`config.mk`:
```
export PLATFORM = sky130hd
export DESIGN_NAME = vbd_seq
export DESIGN_NICKNAME = d
export VERILOG_FILES = /design/src/vbd_pkg.sv /design/src/vbd_seq.sv
export SDC_FILE = /design/constraint.sdc
export NUM_CORES = 1
export LEC_CHECK = 0
export ABC_CLOCK_PERIOD_IN_PS = 4000
export CELL_PAD_IN_SITES_DETAIL_PLACEMENT = 0
export CELL_PAD_IN_SITES_GLOBAL_PLACEMENT = 2
export CORE_ASPECT_RATIO = 0.75
export CORE_MARGIN = 8
export CORE_UTILIZATION = 34
export DETAILED_ROUTE_END_ITERATION = 16
export DONT_BUFFER_PORTS = 1
export HOLD_SLACK_MARGIN = 0.12
export PLACE_DENSITY_LB_ADDON = 0.1
export SLEW_MARGIN = 5
export SYNTH_ARGS = -nofsm -noshare
export SYNTH_HDL_FRONTEND = slang
export SYNTH_SLANG_ARGS = --single-unit
export TNS_END_PERCENT = 1
```
`constraint.sdc`:
```
create_clock -name clk_i -period 4 [get_ports clk_i]
set_input_delay 0.6 -clock clk_i [delete_from_list [all_inputs] [get_ports clk_i]]
set_output_delay 0.6 -clock clk_i [all_outputs]
set_load 0.01 [all_outputs]
```
`src/vbd_pkg.sv`:
```
// vbd_pkg: shared types and constants for the voxel burial depth query block
// no dependencies; imported by every module under src

package vbd_pkg;

  // default grid bounds and search radius limit
  localparam int unsigned GridXMaxDef  = 64;
  localparam int unsigned GridYMaxDef  = 64;
  localparam int unsigned GridZMaxDef  = 64;
  localparam int unsigned RadiusMaxDef = 15;

  // field widths fixed by the stream format
  localparam int unsigned PosW   = 6;
  localparam int unsigned SizeW  = 7;
  localparam int unsigned DepthW = 5;
  localparam int unsigned LimW   = 4;
  localparam int unsigned CoordW = 9;
  localparam int unsigned RegIdxW = 3;

  // request kinds on the input stream
  localparam logic KIND_WRITE = 1'b0;
  localparam logic KIND_QUERY = 1'b1;

  // configuration register indexes
  typedef enum logic [RegIdxW-1:0] {
    REG_SIZE_X        = 3'd0,
    REG_SIZE_Y        = 3'd1,
    REG_SIZE_Z        = 3'd2,
    REG_MAX_DEPTH     = 3'd3,
    REG_ALLOWED_DEPTH = 3'd4
  } reg_idx_e;

  // configuration handed to the sequencer
  typedef struct packed {
    logic [SizeW-1:0] size_x;
    logic [SizeW-1:0] size_y;
    logic [SizeW-1:0] size_z;
    logic [LimW-1:0]  max_depth;
    logic [LimW-1:0]  allowed_depth;
  } cfg_t;

endpackage

```
`src/vbd_seq.sv`:
```
// vbd_seq: request sequencer; clears the grid, does read-modify-write updates
// and walks the cube shells of a query one row per cycle; depends on vbd_pkg

module vbd_seq
  import vbd_pkg::*;
#(
  parameter int unsigned GRID_X_MAX = GridXMaxDef,
  parameter int unsigned GRID_Y_MAX = GridYMaxDef,
  parameter int unsigned GRID_Z_MAX = GridZMaxDef,
  parameter int unsigned RADIUS_MAX = RadiusMaxDef,
  localparam int unsigned XW = $clog2(GRID_X_MAX),
  localparam int unsigned YW = $clog2(GRID_Y_MAX),
  localparam int unsigned ZW = $clog2(GRID_Z_MAX),
  localparam int unsigned AW = YW + ZW
) (
  input  logic                  clk_i,
  input  logic                  rst_ni,
  input  cfg_t                  cfg_i,
  input  logic                  in_valid_i,
  output logic                  in_ready_o,
  input  logic                  in_kind_i,
  input  logic [PosW-1:0]       in_pos_x_i,
  input  logic [PosW-1:0]       in_pos_y_i,
  input  logic [PosW-1:0]       in_pos_z_i,
  input  logic                  in_occupied_i,
  output logic                  out_valid_o,
  input  logic                  out_ready_i,
  output logic [DepthW-1:0]     out_depth_o,
  output logic                  out_too_deep_o,
  output logic                  out_off_grid_o,
  output logic                  mem_we_o,
  output logic [AW-1:0]         mem_addr_o,
  output logic [GRID_X_MAX-1:0] mem_wdata_o,
  input  logic [GRID_X_MAX-1:0] mem_rdata_i
);

  typedef enum logic [2:0] {
    ST_CLEAR,
    ST_IDLE,
    ST_WRITE,
    ST_RUN,
    ST_DONE
  } state_e;

  localparam logic [CoordW-1:0] GX = CoordW'(GRID_X_MAX);
  localparam logic [CoordW-1:0] GY = CoordW'(GRID_Y_MAX);
  localparam logic [CoordW-1:0] GZ = CoordW'(GRID_Z_MAX);
  localparam logic [DepthW-1:0] RMAX =
    (RADIUS_MAX > 15) ? DepthW'(15) : DepthW'(RADIUS_MAX);

  state_e                state_q, state_d;
  logic [AW-1:0]         clr_q, clr_d;
  logic [CoordW-1:0]     px_q, px_d, py_q, py_d, pz_q, pz_d;
  logic                  occ_q, occ_d;
  logic [DepthW-1:0]     r_q, r_d;
  logic signed [DepthW:0] b_q, b_d, c_q, c_d;
  logic                  vld_q, vld_d;
  logic [GRID_X_MAX-1:0] mask_q, mask_d;
  logic [DepthW-1:0]     rr_q, rr_d;
  logic [DepthW-1:0]     res_q, res_d;
  logic                  off_q, off_d;
  logic                  ovld_q, ovld_d;
  logic [DepthW-1:0]     odepth_q, odepth_d;
  logic                  otd_q, otd_d;
  logic                  ooff_q, ooff_d;

  logic [CoordW-1:0]     sx, sy, sz, ix, iy, iz, ty, tz, lo, hi;
  logic [DepthW-1:0]     lim;
  logic signed [DepthW:0] rs;
  logic                  in_grid, shell_start, offg, full, found;
  logic [GRID_X_MAX-1:0] mask_full, mask_sparse, wrow;

  // sizes in use and search limit
  always_comb begin
    sx  = (CoordW'(cfg_i.size_x) > GX) ? GX : CoordW'(cfg_i.size_x);
    sy  = (CoordW'(cfg_i.size_y) > GY) ? GY : CoordW'(cfg_i.size_y);
    sz  = (CoordW'(cfg_i.size_z) > GZ) ? GZ : CoordW'(cfg_i.size_z);
    lim = (DepthW'(cfg_i.max_depth) > RMAX) ? RMAX : DepthW'(cfg_i.max_depth);
    ix  = CoordW'(in_pos_x_i);
    iy  = CoordW'(in_pos_y_i);
    iz  = CoordW'(in_pos_z_i);
    in_grid = (ix < sx) && (iy < sy) && (iz < sz);
  end

  // shell walk geometry for the row about to be read
  always_comb begin
    rs          = $signed({1'b0, r_q});
    shell_start = (b_q == -rs) && (c_q == -rs);
    offg = (px_q < CoordW'(r_q)) || (py_q < CoordW'(r_q)) || (pz_q < CoordW'(r_q)) ||
           (px_q + CoordW'(r_q) >= sx) || (py_q + CoordW'(r_q) >= sy) ||
           (pz_q + CoordW'(r_q) >= sz);
    ty   = py_q + {{(CoordW-DepthW-1){b_q[DepthW]}}, b_q};
    tz   = pz_q + {{(CoordW-DepthW-1){c_q[DepthW]}}, c_q};
    full = (b_q == rs) || (b_q == -rs) || (c_q == rs) || (c_q == -rs);
    lo   = px_q - CoordW'(r_q);
    hi   = px_q + CoordW'(r_q);
    mask_full   = ~({GRID_X_MAX{1'b1}} << (hi + CoordW'(1))) &
                  ({GRID_X_MAX{1'b1}} << lo);
    mask_sparse = (GRID_X_MAX'(1) << lo) | (GRID_X_MAX'(1) << hi);
    found = vld_q && (|(~mem_rdata_i & mask_q));
    wrow  = mem_rdata_i;
    wrow[px_q[XW-1:0]] = occ_q;
  end

  // next state
  always_comb begin
    state_d  = state_q;
    clr_d    = clr_q;
    px_d     = px_q;
    py_d     = py_q;
    pz_d     = pz_q;
    occ_d    = occ_q;
    r_d      = r_q;
    b_d      = b_q;
    c_d      = c_q;
    vld_d    = 1'b0;
    mask_d   = mask_q;
    rr_d     = rr_q;
    res_d    = res_q;
    off_d    = off_q;
    ovld_d   = ovld_q && !out_ready_i;
    odepth_d = odepth_q;
    otd_d    = otd_q;
    ooff_d   = ooff_q;
    in_ready_o  = 1'b0;
    mem_we_o    = 1'b0;
    mem_addr_o  = {iz[ZW-1:0], iy[YW-1:0]};
    mem_wdata_o = '0;

    unique case (state_q)
      // zero every row after reset
      ST_CLEAR: begin
        mem_we_o   = 1'b1;
        mem_addr_o = clr_q;
        clr_d      = clr_q + AW'(1);
        if (&clr_q) begin
          state_d = ST_IDLE;
        end
      end
      // take one request
      ST_IDLE: begin
        in_ready_o = 1'b1;
        if (in_valid_i) begin
          px_d  = ix;
          py_d  = iy;
          pz_d  = iz;
          occ_d = in_occupied_i;
          r_d   = '0;
          b_d   = '0;
          c_d   = '0;
          if (in_kind_i == KIND_WRITE) begin
            if (in_grid) begin
              state_d = ST_WRITE;
            end
          end else if (in_grid) begin
            state_d = ST_RUN;
          end else begin
            res_d   = '0;
            off_d   = 1'b1;
            state_d = ST_DONE;
          end
        end
      end
      // write back the modified row
      ST_WRITE: begin
        mem_we_o    = 1'b1;
        mem_addr_o  = {pz_q[ZW-1:0], py_q[YW-1:0]};
        mem_wdata_o = wrow;
        state_d     = ST_IDLE;
      end
      // check the row read last cycle, issue the next one
      ST_RUN: begin
        mem_addr_o = {tz[ZW-1:0], ty[YW-1:0]};
        off_d      = 1'b0;
        if (found) begin
          res_d   = rr_q;
          state_d = ST_DONE;
        end else if (shell_start && ((r_q > lim) || offg)) begin
          res_d   = (r_q > lim) ? lim + DepthW'(1) : r_q;
          state_d = ST_DONE;
        end else begin
          vld_d  = 1'b1;
          rr_d   = r_q;
          mask_d = full ? mask_full : mask_sparse;
          if (b_q == rs) begin
            if (c_q == rs) begin
              r_d = r_q + DepthW'(1);
              b_d = -(rs + 2'sd1);
              c_d = -(rs + 2'sd1);
            end else begin
              b_d = -rs;
              c_d = c_q + 2'sd1;
            end
          end else begin
            b_d = b_q + 2'sd1;
          end
        end
      end
      // hand the result to the output register
      ST_DONE: begin
        if (!ovld_q || out_ready_i) begin
          ovld_d   = 1'b1;
          odepth_d = res_q;
          otd_d    = !off_q && (res_q > DepthW'(cfg_i.allowed_depth));
          ooff_d   = off_q;
          state_d  = ST_IDLE;
        end
      end
      default: state_d = ST_IDLE;
    endcase
  end

  // state and registered outputs
  always_ff @(posedge clk_i or negedge rst_ni) begin
    if (!rst_ni) begin
      state_q  <= ST_CLEAR;
      clr_q    <= '0;
      px_q     <= '0;
      py_q     <= '0;
      pz_q     <= '0;
      occ_q    <= 1'b0;
      r_q      <= '0;
      b_q      <= '0;
      c_q      <= '0;
      vld_q    <= 1'b0;
      mask_q   <= '0;
      rr_q     <= '0;
      res_q    <= '0;
      off_q    <= 1'b0;
      ovld_q   <= 1'b0;
      odepth_q <= '0;
      otd_q    <= 1'b0;
      ooff_q   <= 1'b0;
    end else begin
      state_q  <= state_d;
      clr_q    <= clr_d;
      px_q     <= px_d;
      py_q     <= py_d;
      pz_q     <= pz_d;
      occ_q    <= occ_d;
      r_q      <= r_d;
      b_q      <= b_d;
      c_q      <= c_d;
      vld_q    <= vld_d;
      mask_q   <= mask_d;
      rr_q     <= rr_d;
      res_q    <= res_d;
      off_q    <= off_d;
      ovld_q   <= ovld_d;
      odepth_q <= odepth_d;
      otd_q    <= otd_d;
      ooff_q   <= ooff_d;
    end
  end

  assign out_valid_o    = ovld_q;
  assign out_depth_o    = odepth_q;
  assign out_too_deep_o = otd_q;
  assign out_off_grid_o = ooff_q;

  // a pending row check only follows a shell walk cycle
  a_vld_after_run: assert property (@(posedge clk_i) disable iff (!rst_ni)
    vld_q |-> $past(state_q == ST_RUN))
    else $error("row check without a walk cycle");

  // an off-grid result never carries a depth
  a_off_depth: assert property (@(posedge clk_i) disable iff (!rst_ni)
    (ovld_q && ooff_q) |-> (odepth_q == '0 && !otd_q))
    else $error("off-grid result with depth");

  // depth never passes the search limit plus one
  a_depth_bound: assert property (@(posedge clk_i) disable iff (!rst_ni)
    ovld_q |-> (odepth_q <= RMAX + DepthW'(1)))
    else $error("depth beyond search limit");

  // memory is written only while clearing or updating a row
  a_we_states: assert property (@(posedge clk_i) disable iff (!rst_ni)
    mem_we_o |-> (state_q == ST_CLEAR || state_q == ST_WRITE))
    else $error("unexpected grid write");

endmodule

```
== Word-level counts from Yosys, hierarchy flattened ==
Cells that the tools add are included.

* Register bits after elaboration: 135
* Output and inout port bits: 86
* Logic and storage cells: 167

* Add/sub/neg operators: 15
* Order comparisons: 16
* Equality and inequality tests: 19
* Shift-type cells: 4
* Mux-type cells: 53
* Bitwise operators: 7
* Reduce and logical (&&, ||, !) cells: 35

{| class="wikitable"
|+ Operators with widths
! cell !! number
|-
| 64-bit AND || 2
|-
| 64-bit 2-to-1 mux || 2
|-
| 64-bit NOT || 2
|-
| 64-bit bitwise mux || 1
|-
| 64-bit bitwise OR || 1
|-
| 64-bit OR reduction || 1
|-
| 1-bit by 7-bit left shift with 64-bit output (first input constant) || 1
|-
| 1-bit by 9-bit left shift with 64-bit output (first input constant) || 1
|-
| 64-bit by 8-bit left shift with 64-bit output (first input constant) || 1
|-
| 64-bit by 9-bit left shift with 64-bit output (first input constant) || 1
|-
| 5-bit 2-to-1 mux || 11
|-
| 6-bit 2-to-1 mux || 9
|-
| 12-bit one-hot mux with 3 select lines || 1
|-
| 6-bit == test || 4
|-
| 3-bit 2-to-1 mux || 8
|-
| 6-bit one-hot mux with 2 select lines || 2
|-
| 6-bit by 5-bit adder with 7-bit output || 3
|-
| 7-bit greater-than comparator (second input constant) || 3
|-
| 6-bit by 7-bit < comparator with 1-bit output || 3
|-
| 7-bit 2-to-1 mux || 3
|-
| 5-bit one-hot mux with 2 select lines || 2
|-
| 6-bit by 5-bit < comparator with 1-bit output || 3
|-
| 2-bit inequality test (second input constant) || 9
|-
| 5-bit AND reduction || 3
|-
| 35 further kinds || 72
|}

== Depth between registers and ports, before layout ==
* Depth in word-level cells: 11
* Gate-level depth with buffers: 23
* Gate-level depth less buffers: 20

== Worst setup path after synthesis ==
Ideal clock, no wire load.

* Kind: register to register
* From: register r_q[2]
* To: register mask_q[31]
* Setup time: 0.119 ns
* Arrival time: 4.143 ns
* Data required time: 3.881 ns
* Path slack: -0.262 ns
* Cell stages (with the launch flop): 19
* Buffers on the path: 3
* Path through: dfrtp_1 -> clkbuf_1 -> inv_1 -> ha_1 -> buf_4 -> nor2b_4 -> a21oi_2 -> xnor2_2 -> inv_2 -> ha_1 -> a2111oi_0 -> o21ai_0 -> a21oi_1 -> o311a_1 -> o311ai_4 -> inv_2 -> buf_1 -> o221ai_1 -> o21a_1

* Longest elaborated chain between the ends: 10
* Elaborated cells on any way between the ends: 38
* Those cells by class: 6 x add/sub; 7 x order compare; 4 x eq/ne; 4 x shift; 1 x mux; 4 x bitwise; 12 x reduce/logical

{| class="wikitable"
|+ RTL lines
! what !! RTL line !! source
|-
| start: declaration || vbd_seq.sv:55 || <nowiki>logic [DepthW-1:0] r_q, r_d;</nowiki>
|-
| start signal: assignment || vbd_seq.sv:241 || <nowiki>r_q <= r_d;</nowiki>
|-
| parallel branches: the longest is 10 deep, another holds 7-bit by 1-bit adder with 8-bit output || -- ||
|-
| end signal: assignment || vbd_seq.sv:245 || <nowiki>mask_q <= mask_d;</nowiki>
|-
| end: declaration || vbd_seq.sv:58 || <nowiki>logic [GRID_X_MAX-1:0] mask_q, mask_d;</nowiki>
|}

Parallel ways; which one is timed is not known.
A chain may end at the register's enable or synchronous reset.

== Final worst setup path ==
* From: register r_q[1]
* To: register c_q[3]

* Longest elaborated chain between the ends: 10
* Elaborated cells on any way between the ends: 33
* Those cells by class: 6 x add/sub; 7 x order compare; 6 x eq/ne; 5 x mux; 9 x reduce/logical

{| class="wikitable"
|+ RTL lines
! what !! RTL line !! source
|-
| parallel branches: the longest is 10 deep, another holds 9-bit by 7-bit >= comparator with 1-bit output || -- ||
|-
| end signal: assignment || vbd_seq.sv:224 || <nowiki>c_q <= '0;</nowiki>
|-
| end signal: assignment || vbd_seq.sv:243 || <nowiki>c_q <= c_d;</nowiki>
|-
| end: declaration || vbd_seq.sv:56 || <nowiki>logic signed [DepthW:0] b_q, b_d, c_q, c_d;</nowiki>
|}

Parallel ways; which one is timed is not known. The select of a mux whose other input is x is not followed.

==> flow_summary_export.csv <==
group,metric,value,unit
cells_and_area,final_common_cell,"nand2_1",
clock_tree,cts_buffer_depth,2,
setup_path,reg2reg_depth,20,
clock_tree,cts_sinks,135,
place,port-buffer-count,0,
cells_and_area,final_util,39.66,%
sta,hold_ws,0.09193,ns
power,power_density,1042,mW/mm²
power,p_total,16.29,mW
setup_path,path_max_fanout,7,
setup_path,endpoint_kind,"flop",
sta,min_period,4.030,ns
cells_and_area,drive_above_1_share,12.53,%
setup_path,crit_required,4.33,ns
setup_path,r2r-start,"r_q[1]",
sta,fin_skew,0.01405,ns
drt,finalWirelength,67.36,mm
run,maxCapViolations,0,
cells_and_area,seqCellArea,0.003381,mm²
drt,via_per_inst,6.241,
status,status,"complete, but fails checks",
setup_path,arrival,4.36,ns
setup_path,startpoint_type,"flop",
status,failed_checks,"negative setup slack",
clock_tree,cts_buffers,17,
power,sequentialPowerShare,16.1,%
power,swShare,57.89,%
place,gp_congestion,0.9780,
yosys,async_reset_ff_share,100.0,%
setup_path,reg2reg_to,"c_q[3]",
sta,maxSlewHeadroom,26.47,%
floorplanning,dieArea,0.04648,mm²
yosys,ys_types,92,
sta,period_share,100.7,%
yosys,synth-main-ff-cell,"dfrtp_1",
yosys,synth_area_per_cell,7.476,µm²
floorplanning,die_h,188.7,µm
cells_and_area,fin_cells,2390,
floorplanning,core-area,0.03941,mm²
power,p_int,6.859,mW
place,place_inst,2348,
cells_and_area,nets,2071,
yosys,syn_area,0.01352,mm²
global_route,antenna_found_initial,5,
power,clock_power_share,10.7,%
sta,tightest_slew,1.094,ns
place,place_area,0.01484,mm²
drt,drc_errors,0,
global_route,grt_pass1_vias,13970,
yosys,ys_warn_count,0,
drt,drt_first_pass_iters,7,
sta,worst_slack,-0.02980,ns
drt,antenna_left,0,
setup_path,r2r_setup_slack,-0.03,ns
yosys,synth-edff-count,0,
cells_and_area,design_area,0.01563,mm²
yosys,ys_seq_area_share,24.98,%
floorplanning,dieWidth,246.3,µm
drt,via_count,14920,
drt,wl_per_cell,28.18,µm
yosys,ys_seq_elements,135,
sta,max_freq,248.2,MHz
cells_and_area,fill_cells,4171,
clock_tree,h-tree-depth,4,
clock_tree,clkLatencyLatePin,0.45,ns
power,leakage,6.358,nW
global_route,grt_usage,27.97,%
cells_and_area,mostFrequentLayoutCells,"202 x nand2_1, 192 x o21ai_0, 158 x a21oi_1, 151 x nor2_1, 135 x buf_4",
floorplanning,fp-row-count,63,
clock_tree,root_buffer,"clkbuf_16",
clock_tree,clk_transition_reported_paths,0.06,ns
setup_path,criticalPathCategory,"flop to flop",
drt,dr.first_iter.drc_count,1773,
power,p_switching,9.428,mW
floorplanning,ios,203,
cells_and_area,syn2layout_area_growth,15.57,%
clock_tree,cts_tree,"built",
sta,drv_slew,0,
global_route,grt_pass1_wl,98.44,mm
sta,setup_viol,12,
sta,grt_setup_unrepaired,"true",
global_route,grt_max_degree,136,
floorplanning,floorplan.initialDensity,34.31,%
power,p_comb_share,73.2,%
sta,finalHoldViolations,0,
cells_and_area,multi_input_area,0.009455,mm²
min_path,hold_class,"input pin to async pin",
power,max-vdd-ir-drop,0.6094,mV
yosys,synthCells,1809,
global_route,overflow,0,
place,place.detailed.hpwl,52.61,mm
yosys,synth_fp_nets,2026,
## registers in the layout, indices dropped and copies added, names as in the netlist, 6 cells and up
register,flops
b_q,6
c_q,6
clr_q,12
mask_q,64
px_q,6
py_q,6
pz_q,6
## cells in the mapped netlist (all sizes together) (30+ instances only)
cell type | number | share of area, %
a21oi | 160 | 6.0
a31oi | 30 | 1.4
buf | 41 | 1.6
clkbuf | 80 | 2.2
dfrtp | 135 | 25
ha | 94 | 8.7
inv | 62 | 1.7
nand2 | 203 | 5.6
nand2b | 61 | 2.8
nand3 | 121 | 4.5
nor2 | 153 | 4.3
o21ai | 199 | 7.4
xnor2 | 36 | 2.4
## through the flow
step | TNS, ns | setup WS (ns)
after global placement | 0 | 0.04215
final | -0.09964 | -0.02980
after floorplan | 0 | 0.03306
after global routing | -17.05 | -0.3099
after CTS | -0.05182 | -0.02054
after detailed placement | -0.04200 | -0.01876
## layout make-up
class / count / area share, %
Multi-Input combinational cell: 1488 / 60.49
Antenna cell: 3 / 0.04803
Timing Repair Buffer: 147 / 8.061
Inverter: 65 / 1.593
Clock buffer: 19 / 2.770
Tap cell: 520 / 4.163
Clock inverter: 13 / 1.241
Sequential cell: 135 / 21.63
## critical path, stage by stage (launching register included)
cell	delay, ns
dfrtp_1	0.38
clkinvlp_4	0.18
buf_6	0.16
fa_1	0.40
nor2_1	0.12
nor2_1	0.05
nor2_1	0.10
nor2_1	0.07
nor2_1	0.08
o21a_1	0.12
ha_1	0.23
a22o_1	0.25
nor4_2	0.14
nand4_1	0.13
nor4_2	0.24
o311a_1	0.39
o311ai_4	0.15
inv_2	0.16
buf_4	0.18
o221ai_1	0.14
a22o_1	0.26
## power by group through the flow
stage / clock network [mW] / logic, mW / registers, mW
2_1_floorplan: 0 / 6.98 / 2.24
3_3_place_gp: 0 / 11.4 / 2.61
3_5_place_dp: 0 / 11.3 / 2.63
4_1_cts: 1.77 / 11.5 / 2.60
5_1_grt: 1.82 / 12.6 / 2.70
6_report: 1.74 / 11.9 / 2.62
## logic make-up (layout without fill, tap and decap cells)
logic type	count (synthesis)	count (layout)	synth area share [%]
AO/OA/AOI/OAI	610	610	28.97
multiplexers	23	23	1.860
XOR/XNOR	63	63	4.247
other	0	3	0
adder cells (fa/ha/maj)	100	100	9.585
flip-flops	135	135	24.98
AND/OR/NAND/NOR	692	692	24.71
buffers and inverters	186	244	5.653
## timing repair
item,in CTS,in global routing
resized for setup,9,3
setup endpoints to repair,30,91
cloned,1,0
setup buffers,4,1
hold endpoints to repair,135,0
pin swaps,3,1
hold buffers,1,0
## layer usage
metal	routed length (µm)	track usage, %	vias to the layer above
met3	7782	7.994	89
met5	9	0	-
li1	-	-	6713
met1	32840	43.44	7252
met4	920	4.794	2
met2	25800	37.45	859
## worst max path at each step
stage | start | endpoint | depth (start not counted) | slack, ns
finish | r_q[1] | c_q[3] | 20 | -0.03
global route | r_q[1] | c_q[3] | 21 | -0.31
CTS | r_q[1] | c_q[3] | 20 | -0.02
detailed placement | r_q[1] | mask_q[28] | 21 | -0.02
global placement | r_q[1] | r_q[3] | 20 | 0.04
floorplan | r_q[1] | res_q[1] | 16 | 0.03
Note: power is estimated with default switching activity, not from simulation.
